<file path="src/rtl/mtts_pkg.sv">
`default_nettype none

package mtts_pkg;

    // defaults for the top-level parameters
    localparam int NUM_MOTORS_DEF = 3;
    localparam int CYCLE_BITS_DEF = 16;

    // fixed field widths of the channel payloads
    localparam int STEP_W  = 32;
    localparam int MASK_W  = 3;
    localparam int MOTOR_W = 2;
    localparam int CYC_W   = 16;

    localparam logic [1:0] CMD_TICK  = 2'd0;
    localparam logic [1:0] CMD_START = 2'd1;
    localparam logic [1:0] CMD_STOP  = 2'd2;

    typedef enum logic [1:0] {
        PH_IDLE,
        PH_HOME,
        PH_RIGHT,
        PH_LEFT
    } phase_t;

    typedef enum logic [1:0] {
        ST_IDLE,
        ST_EXEC,
        ST_DIV
    } seq_state_t;

    typedef struct packed {
        logic [1:0]        cmd;
        logic [MASK_W-1:0] test_mask;
        logic [CYC_W-1:0]  test_cycles;
        logic [MASK_W-1:0] left_limits;
        logic [MASK_W-1:0] right_limits;
        logic              queue_ready;
    } req_t;

    typedef struct packed {
        logic               step_valid;
        logic [MOTOR_W-1:0] step_motor;
        logic               step_right;
        logic               start_accepted;
        logic               test_active;
        logic [MASK_W-1:0]  calibrated_mask;
        logic [CYC_W-1:0]   cycles_left;
        logic [STEP_W-1:0]  avg_motor0;
        logic [STEP_W-1:0]  avg_motor1;
        logic [STEP_W-1:0]  avg_motor2;
    } rsp_t;

endpackage

`default_nettype wire

</file>
<file path="src/rtl/mtts_if.sv">
`default_nettype none

interface mtts_req_if;
    logic              valid;
    logic              ready;
    mtts_pkg::req_t    data;

    modport source (output valid, output data, input ready);
    modport sink   (input valid, input data, output ready);
endinterface

interface mtts_rsp_if;
    logic              valid;
    logic              ready;
    mtts_pkg::rsp_t    data;

    modport source (output valid, output data, input ready);
    modport sink   (input valid, input data, output ready);
endinterface

`default_nettype wire

</file>
<file path="src/rtl/mtts_div.sv">
`default_nettype none

// Restoring divider, one quotient bit per cycle.
module mtts_div #(
    parameter int CYCLE_BITS = mtts_pkg::CYCLE_BITS_DEF
) (
    input  wire logic                        clk,
    input  wire logic                        rst_n,
    input  wire logic                        start,
    input  wire logic [mtts_pkg::STEP_W-1:0] dividend,
    input  wire logic [CYCLE_BITS:0]         divisor,
    output logic                             done,
    output logic [mtts_pkg::STEP_W-1:0]      quotient
);

    localparam int DW    = mtts_pkg::STEP_W;
    localparam int CNT_W = $clog2(DW + 1);

    logic [DW-1:0]         q_reg,   q_next;
    logic [CYCLE_BITS:0]   r_reg,   r_next;
    logic [CYCLE_BITS:0]   dvs_reg, dvs_next;
    logic [CNT_W-1:0]      cnt_reg, cnt_next;
    logic                  done_reg, done_next;

    logic [CYCLE_BITS+1:0] trial;
    logic [CYCLE_BITS+1:0] diff;
    logic                  fits;

    always_comb
    begin
        trial     = {r_reg, q_reg[DW-1]};
        diff      = trial - {1'b0, dvs_reg};
        fits      = (trial >= {1'b0, dvs_reg});
        q_next    = q_reg;
        r_next    = r_reg;
        dvs_next  = dvs_reg;
        cnt_next  = cnt_reg;
        done_next = 1'b0;
        if (start)
        begin
            q_next   = dividend;
            r_next   = '0;
            dvs_next = divisor;
            cnt_next = CNT_W'(DW);
        end
        else if (cnt_reg != '0)
        begin
            // remainder stays below the divisor, so the top bit drops safely
            r_next    = fits ? diff[CYCLE_BITS:0] : trial[CYCLE_BITS:0];
            q_next    = {q_reg[DW-2:0], fits};
            cnt_next  = cnt_reg - 1'b1;
            done_next = (cnt_reg == CNT_W'(1));
        end
    end

    always_ff @(posedge clk or negedge rst_n)
    begin
        if (!rst_n)
        begin
            cnt_reg  <= '0;
            done_reg <= 1'b0;
        end
        else
        begin
            cnt_reg  <= cnt_next;
            done_reg <= done_next;
        end
    end

    always_ff @(posedge clk)
    begin
        q_reg   <= q_next;
        r_reg   <= r_next;
        dvs_reg <= dvs_next;
    end

    assign done     = done_reg;
    assign quotient = q_reg;

endmodule

`default_nettype wire

</file>
<file path="src/rtl/motor_travel_test_sequencer_top.sv">
// Motor travel test sequencer.
// req (sink): one beat per command: tick, start test or stop test, with the
//   motor mask, cycle count, limit switch states and downstream queue ready.
// rsp (source): exactly one beat per req beat, carrying the step command
//   issued by that beat plus the status after it (active, calibrated motors,
//   cycles left, per-motor average steps per run).
// Sequence: a beat is taken into a capture register, evaluated in the next
//   cycle, and its rsp beat is valid the cycle after that. When a tick ends
//   a leftward run, the new average goes through the bit-serial divider,
//   which builds the quotient bit by bit, and that rsp beat is valid only
//   after the divider has raised its done flag.
// Concurrency: one beat in flight at a time; the next req beat is not taken
//   until the rsp beat of the last one is issued, also when it needs a divide.
// Reset: clears phase, mask, counters, totals, averages and calibration;
//   rsp is empty and req.ready is high from reset on.
// Stall: the rsp beat waits in its output register; a new req beat is taken
//   in the same cycle the waiting rsp beat is taken, never earlier.
`default_nettype none

module motor_travel_test_sequencer_top #(
    parameter int NUM_MOTORS = mtts_pkg::NUM_MOTORS_DEF,
    parameter int CYCLE_BITS = mtts_pkg::CYCLE_BITS_DEF
) (
    input  wire logic   clk,
    input  wire logic   rst_n,
    mtts_req_if.sink    req,
    mtts_rsp_if.source  rsp
);

    localparam int SW = mtts_pkg::STEP_W;
    localparam int MW = $clog2(NUM_MOTORS + 1);                // current motor, incl. "none"
    localparam int IW = (NUM_MOTORS > 1) ? $clog2(NUM_MOTORS) : 1; // array index

    // ---------------------------------------------------------------
    // helpers
    // ---------------------------------------------------------------
    // map a 3-bit port mask onto the motor set; bits past either end drop
    function automatic logic [NUM_MOTORS-1:0] ext_mask(input logic [mtts_pkg::MASK_W-1:0] v);
        logic [NUM_MOTORS-1:0] r;
        r = '0;
        for (int i = 0; i < NUM_MOTORS && i < mtts_pkg::MASK_W; i++)
        begin
            r[i] = v[i];
        end
        return r;
    endfunction

    // first set motor at index >= from, NUM_MOTORS when none
    function automatic logic [MW-1:0] next_sel(input logic [NUM_MOTORS-1:0] mask,
                                               input logic [MW-1:0] from);
        logic [MW-1:0] r;
        logic          found;
        r     = MW'(NUM_MOTORS);
        found = 1'b0;
        for (int m = 0; m < NUM_MOTORS; m++)
        begin
            if (!found && m >= int'(from) && mask[m])
            begin
                r     = MW'(m);
                found = 1'b1;
            end
        end
        return r;
    endfunction

    // ---------------------------------------------------------------
    // state
    // ---------------------------------------------------------------
    mtts_pkg::seq_state_t st_reg, st_next;
    mtts_pkg::phase_t     phase_reg, phase_next;
    mtts_pkg::req_t       cap_reg;

    logic                  active_reg,  active_next;
    logic [NUM_MOTORS-1:0] sel_reg,     sel_next;
    logic [MW-1:0]         cur_reg,     cur_next;
    logic [CYCLE_BITS-1:0] cyc_num_reg, cyc_num_next;
    logic [CYCLE_BITS-1:0] cyc_tgt_reg, cyc_tgt_next;
    logic [CYCLE_BITS-1:0] rem_cyc_reg, rem_cyc_next;
    logic [SW-1:0]         run_reg,     run_next;
    logic [SW-1:0]         total_reg [NUM_MOTORS];
    logic [SW-1:0]         total_next [NUM_MOTORS];
    logic [SW-1:0]         avg_reg [NUM_MOTORS];
    logic [SW-1:0]         avg_next [NUM_MOTORS];
    logic [NUM_MOTORS-1:0] homed_reg,   homed_next;

    // output beat
    logic                       out_valid_reg, out_valid_next;
    logic                       sv_reg,     sv_next;
    logic [mtts_pkg::MOTOR_W-1:0] smot_reg, smot_next;
    logic                       sright_reg, sright_next;
    logic                       acc_reg,    acc_next;
    logic [IW-1:0]              div_idx_reg, div_idx_next;

    // work signals
    logic                  req_rdy;
    logic                  req_take;
    logic [NUM_MOTORS-1:0] lim;
    logic [NUM_MOTORS-1:0] new_sel;
    logic [IW-1:0]         cidx;
    logic [SW-1:0]         tot_sum;
    logic [CYCLE_BITS:0]   div_by;
    logic                  div_start;
    logic                  div_done;
    logic [SW-1:0]         div_q;

    mtts_pkg::rsp_t        rsp_w;
    logic [SW-1:0]         avg_out [3];

    assign req_rdy  = (st_reg == mtts_pkg::ST_IDLE) && (!out_valid_reg || rsp.ready);
    assign req_take = req.valid && req_rdy;

    assign cidx    = cur_reg[IW-1:0];
    assign tot_sum = total_reg[cidx] + run_reg;
    assign div_by  = {cyc_num_reg, 1'b0};
    assign new_sel = ext_mask(cap_reg.test_mask);
    assign lim     = (phase_reg == mtts_pkg::PH_RIGHT) ? ext_mask(cap_reg.right_limits)
                                                       : ext_mask(cap_reg.left_limits);

    // ---------------------------------------------------------------
    // sequencer: evaluate the captured beat, then optionally divide
    // ---------------------------------------------------------------
    always_comb
    begin
        st_next        = st_reg;
        phase_next     = phase_reg;
        active_next    = active_reg;
        sel_next       = sel_reg;
        cur_next       = cur_reg;
        cyc_num_next   = cyc_num_reg;
        cyc_tgt_next   = cyc_tgt_reg;
        rem_cyc_next   = rem_cyc_reg;
        run_next       = run_reg;
        homed_next     = homed_reg;
        total_next     = total_reg;
        avg_next       = avg_reg;
        out_valid_next = out_valid_reg;
        sv_next        = sv_reg;
        smot_next      = smot_reg;
        sright_next    = sright_reg;
        acc_next       = acc_reg;
        div_idx_next   = div_idx_reg;
        div_start      = 1'b0;

        if (out_valid_reg && rsp.ready)
        begin
            out_valid_next = 1'b0;
        end

        case (st_reg)
            mtts_pkg::ST_IDLE:
            begin
                if (req_take)
                begin
                    st_next = mtts_pkg::ST_EXEC;
                end
            end

            mtts_pkg::ST_EXEC:
            begin
                sv_next     = 1'b0;
                smot_next   = '0;
                sright_next = 1'b0;
                acc_next    = 1'b0;
                st_next     = mtts_pkg::ST_IDLE;

                case (cap_reg.cmd)
                    mtts_pkg::CMD_START:
                    begin
                        if (!active_reg)
                        begin
                            sel_next     = new_sel;
                            cyc_tgt_next = CYCLE_BITS'(cap_reg.test_cycles);
                            rem_cyc_next = CYCLE_BITS'(cap_reg.test_cycles);
                            cyc_num_next = '0;
                            for (int i = 0; i < NUM_MOTORS; i++)
                            begin
                                total_next[i] = '0;
                                avg_next[i]   = '0;
                            end
                            active_next = 1'b1;
                            acc_next    = 1'b1;
                            phase_next  = mtts_pkg::PH_HOME;
                            cur_next    = next_sel(new_sel, '0);
                            run_next    = '0;
                        end
                    end

                    mtts_pkg::CMD_STOP:
                    begin
                        phase_next   = mtts_pkg::PH_IDLE;
                        active_next  = 1'b0;
                        run_next     = '0;
                        rem_cyc_next = '0;
                    end

                    mtts_pkg::CMD_TICK:
                    begin
                        if (active_reg && phase_reg != mtts_pkg::PH_IDLE)
                        begin
                            if (cur_reg == MW'(NUM_MOTORS))
                            begin
                                // no selected motor left in this phase
                                case (phase_reg)
                                    mtts_pkg::PH_HOME:
                                    begin
                                        if (cyc_tgt_reg == '0)
                                        begin
                                            phase_next  = mtts_pkg::PH_IDLE;
                                            active_next = 1'b0;
                                            run_next    = '0;
                                        end
                                        else
                                        begin
                                            cyc_num_next = CYCLE_BITS'(1);
                                            phase_next   = mtts_pkg::PH_RIGHT;
                                            cur_next     = next_sel(sel_reg, '0);
                                            run_next     = '0;
                                        end
                                    end
                                    mtts_pkg::PH_RIGHT:
                                    begin
                                        phase_next = mtts_pkg::PH_LEFT;
                                        cur_next   = next_sel(sel_reg, '0);
                                        run_next   = '0;
                                    end
                                    default:
                                    begin
                                        rem_cyc_next = cyc_tgt_reg - cyc_num_reg;
                                        if (cyc_num_reg >= cyc_tgt_reg)
                                        begin
                                            phase_next  = mtts_pkg::PH_IDLE;
                                            active_next = 1'b0;
                                            run_next    = '0;
                                        end
                                        else
                                        begin
                                            cyc_num_next = cyc_num_reg + 1'b1;
                                            phase_next   = mtts_pkg::PH_RIGHT;
                                            cur_next     = next_sel(sel_reg, '0);
                                            run_next     = '0;
                                        end
                                    end
                                endcase
                            end
                            else if (lim[cidx])
                            begin
                                // limit reached: run ends, move to next motor
                                if (phase_reg == mtts_pkg::PH_HOME)
                                begin
                                    homed_next[cidx] = 1'b1;
                                end
                                else
                                begin
                                    total_next[cidx] = tot_sum;
                                    if (phase_reg == mtts_pkg::PH_LEFT && div_by != '0)
                                    begin
                                        div_start    = 1'b1;
                                        div_idx_next = cidx;
                                        st_next      = mtts_pkg::ST_DIV;
                                    end
                                end
                                run_next = '0;
                                cur_next = next_sel(sel_reg, cur_reg + 1'b1);
                            end
                            else if (cap_reg.queue_ready)
                            begin
                                sv_next     = 1'b1;
                                smot_next   = mtts_pkg::MOTOR_W'(cur_reg);
                                sright_next = (phase_reg == mtts_pkg::PH_RIGHT);
                                if (phase_reg != mtts_pkg::PH_HOME)
                                begin
                                    run_next = run_reg + 1'b1;
                                end
                            end
                        end
                    end

                    default:
                    begin
                        // unused command code: no change
                    end
                endcase

                if (!div_start)
                begin
                    out_valid_next = 1'b1;
                end
            end

            mtts_pkg::ST_DIV:
            begin
                if (div_done)
                begin
                    avg_next[div_idx_reg] = div_q;
                    out_valid_next        = 1'b1;
                    st_next               = mtts_pkg::ST_IDLE;
                end
            end

            default:
            begin
                st_next = mtts_pkg::ST_IDLE;
            end
        endcase
    end

    always_ff @(posedge clk or negedge rst_n)
    begin
        if (!rst_n)
        begin
            st_reg        <= mtts_pkg::ST_IDLE;
            phase_reg     <= mtts_pkg::PH_IDLE;
            active_reg    <= 1'b0;
            sel_reg       <= '0;
            cur_reg       <= '0;
            cyc_num_reg   <= '0;
            cyc_tgt_reg   <= '0;
            rem_cyc_reg   <= '0;
            run_reg       <= '0;
            homed_reg     <= '0;
            out_valid_reg <= 1'b0;
            for (int i = 0; i < NUM_MOTORS; i++)
            begin
                total_reg[i] <= '0;
                avg_reg[i]   <= '0;
            end
        end
        else
        begin
            st_reg        <= st_next;
            phase_reg     <= phase_next;
            active_reg    <= active_next;
            sel_reg       <= sel_next;
            cur_reg       <= cur_next;
            cyc_num_reg   <= cyc_num_next;
            cyc_tgt_reg   <= cyc_tgt_next;
            rem_cyc_reg   <= rem_cyc_next;
            run_reg       <= run_next;
            homed_reg     <= homed_next;
            out_valid_reg <= out_valid_next;
            total_reg     <= total_next;
            avg_reg       <= avg_next;
        end
    end

    // payload registers
    always_ff @(posedge clk)
    begin
        if (req_take)
        begin
            cap_reg <= req.data;
        end
        sv_reg      <= sv_next;
        smot_reg    <= smot_next;
        sright_reg  <= sright_next;
        acc_reg     <= acc_next;
        div_idx_reg <= div_idx_next;
    end

    // ---------------------------------------------------------------
    // average divider: total / (2 * cycle), one bit per cycle
    // ---------------------------------------------------------------
    mtts_div #(
        .CYCLE_BITS (CYCLE_BITS)
    ) u_div (
        .clk      (clk),
        .rst_n    (rst_n),
        .start    (div_start),
        .dividend (tot_sum),
        .divisor  (div_by),
        .done     (div_done),
        .quotient (div_q)
    );

    // ---------------------------------------------------------------
    // rsp beat: step fields are registered, status comes straight from
    // state, which only moves after the next req beat is taken
    // ---------------------------------------------------------------
    always_comb
    begin
        for (int i = 0; i < 3; i++)
        begin
            avg_out[i] = '0;
        end
        for (int i = 0; i < 3 && i < NUM_MOTORS; i++)
        begin
            avg_out[i] = avg_reg[i];
        end

        rsp_w                 = '0;
        rsp_w.step_valid      = sv_reg;
        rsp_w.step_motor      = smot_reg;
        rsp_w.step_right      = sright_reg;
        rsp_w.start_accepted  = acc_reg;
        rsp_w.test_active     = active_reg;
        for (int i = 0; i < mtts_pkg::MASK_W && i < NUM_MOTORS; i++)
        begin
            rsp_w.calibrated_mask[i] = homed_reg[i];
        end
        rsp_w.cycles_left     = mtts_pkg::CYC_W'(rem_cyc_reg);
        rsp_w.avg_motor0      = avg_out[0];
        rsp_w.avg_motor1      = avg_out[1];
        rsp_w.avg_motor2      = avg_out[2];
    end

    assign req.ready = req_rdy;
    assign rsp.valid = out_valid_reg;
    assign rsp.data  = rsp_w;

endmodule

`default_nettype wire

</file>
<file path="src/flat_wrapper.sv">
// flat-port wrapper written by rule: the top's interface ports become plain ports
module motor_travel_test_sequencer_top_flat 
#(
    parameter int NUM_MOTORS = mtts_pkg::NUM_MOTORS_DEF,
    parameter int CYCLE_BITS = mtts_pkg::CYCLE_BITS_DEF
)
  (clk, rst_n, req_valid, req_data, req_ready, rsp_valid, rsp_data, rsp_ready);
  mtts_req_if req_i ();
  mtts_rsp_if rsp_i ();
  input  wire logic clk;
  input  wire logic rst_n;
  input wire logic [$bits(req_i.valid)-1:0] req_valid;
  input wire logic [$bits(req_i.data)-1:0] req_data;
  output wire logic [$bits(req_i.ready)-1:0] req_ready;
  output wire logic [$bits(rsp_i.valid)-1:0] rsp_valid;
  output wire logic [$bits(rsp_i.data)-1:0] rsp_data;
  input wire logic [$bits(rsp_i.ready)-1:0] rsp_ready;
  assign req_i.valid = req_valid;
  assign req_i.data = req_data;
  assign req_ready = req_i.ready;
  assign rsp_valid = rsp_i.valid;
  assign rsp_data = rsp_i.data;
  assign rsp_i.ready = rsp_ready;
  motor_travel_test_sequencer_top #(.NUM_MOTORS(NUM_MOTORS), .CYCLE_BITS(CYCLE_BITS)) u_core (.clk(clk), .rst_n(rst_n), .req(req_i), .rsp(rsp_i));
endmodule
</file>
<file path="config.mk">
export PLATFORM = sky130hd
export DESIGN_NAME = motor_travel_test_sequencer_top_flat
export DESIGN_NICKNAME = d
export VERILOG_FILES = /design/src/rtl/mtts_pkg.sv /design/src/rtl/mtts_if.sv /design/src/rtl/mtts_div.sv /design/src/rtl/motor_travel_test_sequencer_top.sv /design/src/flat_wrapper.sv
export SDC_FILE = /design/constraint.sdc
export NUM_CORES = 1
export LEC_CHECK = 0
export BUFFER_PORTS_ARGS = -buffer_cell sky130_fd_sc_hd__clkbuf_2
export CORE_ASPECT_RATIO = 0.5
export CORE_MARGIN = 3
export CORE_UTILIZATION = 60
export DETAILED_ROUTE_END_ITERATION = 7
export HOLD_SLACK_MARGIN = 0.15
export PLACE_DENSITY_LB_ADDON = 0.08
export SETUP_SLACK_MARGIN = 0.02
export SLEW_MARGIN = 15
export SYNTH_ARGS = -nofsm -noshare
export SYNTH_HDL_FRONTEND = slang
export SYNTH_SLANG_ARGS = --single-unit
</file>
<file path="constraint.sdc">
create_clock -name clk -period 7 [get_ports clk]
set_clock_uncertainty 0.2 [all_clocks]
set_input_delay 1.4 -clock clk [delete_from_list [all_inputs] [get_ports clk]]
set_output_delay 1.4 -clock clk [all_outputs]
set_load 0.05 [all_outputs]
</file>
---- After elaboration in Yosys (flattened, before gate mapping) ----
Cells that the tools add are included.
operators by class
  $add $sub $neg .......................... 7
  order comparisons ....................... 11
  eq/ne operators ......................... 31
  muxes and demuxes ....................... 164
  bitwise logic cells ..................... 9
  reduce and logical (&&, ||, !) cells .... 58
operators by type and width
  cell                                           number
  two-way mux 96 bit                             7
  two-way mux 32 bit                             12
  case mux 96 bit (2 select lines)               2
  bitwise mux 96 bit                             2
  two-way mux 16 bit                             9
  demux 32 bit (select 2 bit)                    2
  case mux 32 bit (3 select lines)               1
  two-way mux 1 bit                              79
  binary-select mux 32 bit (select 2 bit)        1
  two-way mux 2 bit                              32
  case mux 16 bit (2 select lines)               2
  case mux 16 bit (3 select lines)               1
  adder 32 x 1 -> 32 bit, second input constant  1
  adder 32 bit                                   1
  AND reduction 7 bit                            4
  logical AND 1 bit                              21
  greater-or-equal comparator 18 x 17 -> 1 bit   1
  AND reduction 6 bit                            3
  two-way mux 17 bit                             1
  nonzero test 17 bit                            1
  subtractor 17 bit                              1
  adder 16 x 1 -> 16 bit, second input constant  1
  greater-or-equal comparator 16 bit             1
  logical NOT 16 bit                             1
  45 further kinds                               93
word-level totals
  register bits ........................... 393
  input bits .............................. 32
  output and inout bits ................... 123
  word-level logic and storage cells ...... 313

---- Logic depth before layout (Yosys ltp) ----
  depth after elaboration ................. 26
  depth in mapped cells ................... 15
  depth with buffers taken out ............ 14

---- By module ----
Synthesis repeated with hierarchy kept, for this count alone.
second synthesis, totals
  cells, all modules ...................... 2059
  area, all modules ....................... 21199.1 um^2
by module, submodules not included
  module                           times used  cells each  area an instance (um^2)  sequential area each (um^2)
  motor_travel_test_sequencer_top  1           1732        17414.2                  8207.9
  mtts_div                         1           327         3784.9                   1986.9

---- Worst setup path after synthesis ----
OpenSTA, ideal clock, no wires.
  path kind ............................... reg2reg
  start point ............................. register u_core.cur_reg[1], in the netlist u_core.cidx[1]
  end point ............................... register u_core.u_div.q_reg[22], in the netlist u_core.u_div.quotient[22], data pin
  setup time .............................. 0.260 ns
  arrival time ............................ 3.419 ns
  data required time ...................... 6.540 ns
  slack ................................... 3.121 ns
  stages on the path, launching flop included .. 14
  path buffers ............................ 2
  period minus slack after synthesis ...... 3.879 ns
  cells stage by stage .................... dfrtp_1 -> buf_2 -> clkbuf_1 -> mux2i_1 -> o21ai_0 -> ha_1 -> a21o_2 -> a2111oi_2 -> a32oi_2 -> o21ai_0 -> o221ai_1 -> a21boi_0 -> xnor2_1 -> mux2_2
between the ends
  cells in the longest elaborated chain, start to end .. 9
  elaborated cells on any way between the ends .. 15
  those cells by class .................... 1 x add/sub; 1 x eq/ne; 12 x mux; 1 x bitwise
ends and longest elaborated chain
  element                                               RTL line                                text
  from (decl)                                           motor_travel_test_sequencer_top.sv:75   logic [MW-1:0] cur_reg, cur_next;
  from (signal assigned)                                motor_travel_test_sequencer_top.sv:334  cur_reg <= cur_next;
  branches (longest 8 deep; another with adder 32 bit)  --
  two-way mux 32 bit *                                  mtts_div.sv:39                          if (start)
  via u_core.u_div.q_next[22]                           mtts_div.sv:19                          logic [DW-1:0] q_reg, q_next;
  to (signal assigned)                                  mtts_div.sv:72                          q_reg <= q_next;
  to (decl)                                             mtts_div.sv:19
Mark *: on every way through the listed nets, which the timed path passes. The select of a mux whose other input is x is not followed.
A chain may end at the register's enable or synchronous reset.

---- Worst setup path after layout ----
  start point ............................. register u_core.cur_reg[0], in the netlist u_core.cidx[0]
  end point ............................... register u_core.total_reg[92] (netlist name)
between the ends
  cells in the longest elaborated chain, start to end .. 11
  elaborated cells on any way between the ends .. 22
  those cells by class .................... 1 x add/sub; 2 x order compare; 3 x eq/ne; 13 x mux; 1 x bitwise; 2 x reduce/logical
ends and longest elaborated chain
  element                                                                        RTL line                                                                        text
  inverter 2 -> 3 bit (not written as such)                                      motor_travel_test_sequencer_top.sv:113, motor_travel_test_sequencer_top.sv:254
  binary-select mux 32 bit (select 2 bit) (tied with other cells)                motor_travel_test_sequencer_top.sv:113                                          assign tot_sum = total_reg[cidx] + run_reg;
  two-way mux 32 bit (not written as such) or logical AND 1 bit (tied branches)  motor_travel_test_sequencer_top.sv:113, motor_travel_test_sequencer_top.sv:254
  two-way mux 32 bit, on equally long branches                                   motor_travel_test_sequencer_top.sv:113, motor_travel_test_sequencer_top.sv:254
  adder 32 bit or demux 32 bit (select 2 bit) (tied branches)                    motor_travel_test_sequencer_top.sv:113, motor_travel_test_sequencer_top.sv:254
  bitwise mux 96 bit                                                             motor_travel_test_sequencer_top.sv:254                                          total_next[cidx] = tot_sum;
  two-way mux 96 bit                                                             motor_travel_test_sequencer_top.sv:248                                          if (phase_reg == mtts_pkg::PH_HOME)
  two-way mux 96 bit                                                             motor_travel_test_sequencer_top.sv:245                                          else if (lim[cidx])
  two-way mux 96 bit                                                             motor_travel_test_sequencer_top.sv:200                                          if (cur_reg == MW'(NUM_MOTORS))
  two-way mux 96 bit                                                             motor_travel_test_sequencer_top.sv:198                                          if (active_reg && phase_reg != mtts_pkg::PH_IDLE)
  case mux 96 bit (2 select lines)                                               motor_travel_test_sequencer_top.sv:166                                          case (cap_reg.cmd)
  to (signal assigned)                                                           motor_travel_test_sequencer_top.sv:341                                          total_reg <= total_next;
  to (decl)                                                                      motor_travel_test_sequencer_top.sv:80                                           logic [SW-1:0] total_reg [NUM_MOTORS];
Parallel ways exist; a longest one is shown, timed or not. The select of a mux whose other input is x is not followed.

==> qor.yml <==
outcome: "finished, final reports clean"
dp_slack_ps: 2500
synth-async-reset-ratio: 0.746
grt_max_degree: 137
clk_pin_slew_ps: 70
worstPathMaxFanout: 39
use_met2: 0.453
die_h_microns: 138
final_common_cell: "dfrtp_1"
vias: 16300
synth-xor-area-share: 0.0291
synth_compound_area_frac: 0.240
powerDensity_mw_per_mm2: 337
antenna_found_initial: 0
critPathLaunchType: "flip-flop"
core_sq_mm: 0.0336
layout-drive-gt1-share: 0.136
fillers: 2642
ant_nets: 0
insertedDiodeCount: 0
drv_slew: 0
grt_busiest_layer: "met2"
finalHoldViolCount: 0
arrival_ps: 4770
drc: 0
wl_microns: 52700
yosys_warnings: 0
final.setup.tns_ps: 0
cts.path.max_buffers: 3
max_slew_margin: 0.257
clock_power_share: 0.252
synthFlopType: "dfrtp_1"
grt_first_pass_wirelength_microns: 84300
crit_required_ps: 7210
met1_usage: 0.406
multi_input_area_sq_mm: 0.00988
synth_fp_nets: 2111
post_cts_buffers: 0
use_met3: 0.0433
ctsResizeCount: 0
power.internal_mw: 4.77
area_growth_pct: 10.7
holdPathStages: 2
cp.depth: 16
min_path_type: "reg2reg"
syn_avg_cell_area_sq_um: 10.4
synth_edf_count: 83
portBuffers: 154
ys_ff_latch: 393
gp_congestion: 0.892
postLayoutCoreUtil: 0.685
power_leakage_nw: 10.7
fmax_ghz: 0.219
switching_share: 0.385
cpMostUsedCell: "buf_4"
clk_latency_ps: 530
place_inst: 2517
synth_sequential_area_ratio: 0.489
crit_chain: "buf_4 > inv_1 > nor2_2 > buf_4 > nand2_1 > o21ai_0 > ha_1 > fa_1 > a21oi_1 > nand4b_1 > a32oi_2 > o211ai_2 > o31ai_2 > o21ai_1 > a311o_1 > a221o_1"
period_minus_slack_ps: 4560
combPwrFrac: 0.347
htree_levels: 2
ir_worst_vdd_v: 0.000310
cts_root_buf: "clkbuf_16"
cts_tree: "done"
yosys.area_share.simple: 0.122
dp_hpwl_microns: 35200
total_power_mw: 7.75
seq_power_share: 0.401
rsz0062_at_grt: "no"
die_area_sq_mm: 0.0371
slowest_stage: "a311o_1"
post-route-period-util: 0.652
cts_hold_buf: 0
synth_top_family_by_area: "compound AO/OA/AOI/OAI gates"
grt_overflow_total: 0
layout_setup_ws_ps: 2440
maxCapViolations: 0
first_pass_iters: 5
wl_per_cell_microns: 20.4
r2r_cells: 16
critPathKind: "reg2reg"
grt_util_all_layers: 0.280
vias_per_cell: 6.31
start_util: 0.619
setup_viol: 0
layout.cells.most_common_list: "dfrtp_1 (292), a22o_1 (270), nand2_1 (216)"
worst_pin_slew_ps: 1110
cts_buffers: 36
critPathBufInv: 3
p_sw_mw: 2.98
seqCellArea_sq_mm: 0.0102
max_stage_delay_ps: 430
path_delay_family: "compound AO/OA/AOI/OAI gates"
synth.mux.area_fraction: 0.0302
syn-cell-area_sq_mm: 0.0208
drt_iter0_markers: 1319
yosys.area_share.adder: 0.0516
synth_cell_types: 89
crit_path_end_kind: "flip-flop"
die_width_microns: 269
cts.sink_count: 393
first_global_vias: 15600
ios: 155
row_count: 47
final_cells: 2581
synthCells: 1995
nNetsFinal: 2206
[power groups by stage]
stage	combinational (mW)	sequential, mW	clock [mW]
floorplan	1.87	3.18	0
global placement	2.61	3.14	0
detailed placement	2.66	3.14	0
CTS	2.68	3.10	1.98
global route	2.98	3.15	2.08
finish	2.69	3.11	1.95
[tightest hold or removal path, stage by stage (launching register included)]
cell	delay, ps
edfxtp_1	330
nand2_1	60
nand2_1	50
[area by class of cell]
class,instances,share of cell area
sequential,393,0.442
multi-input combinational,1408,0.429
clock buffer,45,0.0428
timing repair buffer,177,0.0420
tap,465,0.0253
inverter,74,0.0121
clock inverter,19,0.00674
[per-layer routing]
layer	part of all wire	vias to the layer above
met5	0	-
li1	-	7638
met2	0.46	468
met1	0.46	8093
met4	0.018	0
met3	0.062	77
[kinds of logic (layout without fill, tap and decap cells)]
family          Yosys count  in the layout
compound gates          659            659
mux                      60             60
xor+xnor                 69             69
flops                   393            393
simple gates            536            536
fa+ha+maj                84             84
buf+inv                 194            315
[cell usage after synthesis, drive strengths merged (5+ instances only)]
library cell	number	area, sq um
mux2	12	135
a31oi	10	62.6
or2	9	56.3
inv	74	278
xnor2	40	350
a211oi	14	105
nand3	36	180
dfxtp	17	340
o21a	9	67.6
buf	24	169
ha	81	1010
o21ai	104	520
o211ai	17	133
nor4	15	136
a221o	7	70.1
mux2i	47	470
a21o	41	309
o31ai	19	153
xor2	29	254
a21oi	83	415
a211o	5	43.8
nor2b	14	87.6
o311ai	9	78.8
or3	19	119
a311oi	5	50.0
nand4	18	113
dfrtp	293	7330
a221oi	12	111
and3	16	100
nor2	119	449
clkbuf	96	360
o21bai	9	67.6
o41ai	7	61.3
edfxtp	83	2490
and2	13	81.3
nand2	218	823
a22o	270	2360
nor3	23	120
nand2b	18	113
[stage by stage]
stage | hold slack [ps] | area (sq um)
after floorplan | 223 | 20800
after global placement | 249 | 21900
after detailed placement | 254 | 21900
after CTS | 270 | 23000
after global routing | 283 | 23000
final | 277 | 23000
[path summary, 6_finish.rpt]
path | start | endpoint | slack (ps)
hold reg to reg | u_core.cap_reg[18]$_DFFE_PP_ | u_core.cyc_tgt_reg[11]$_DFFE_PN0P_ | 280
setup / recovery | u_core.cidx[0]$_DFFE_PN0P_ | u_core.total_reg[92]$_DFFE_PN0P_ | 2440
max in group asynchronous | rst_n | u_core.rsp.data[90]$_DFFE_PN0P_ | 4550
min in group asynchronous | rst_n | u_core.rsp.data[35]$_DFFE_PN0P_ | 630
setup reg to reg | u_core.cidx[0]$_DFFE_PN0P_ | u_core.total_reg[92]$_DFFE_PN0P_ | 2440
hold / removal | u_core.cap_reg[18]$_DFFE_PP_ | u_core.cyc_tgt_reg[11]$_DFFE_PN0P_ | 280
Power figures use the tool's default switching activity.
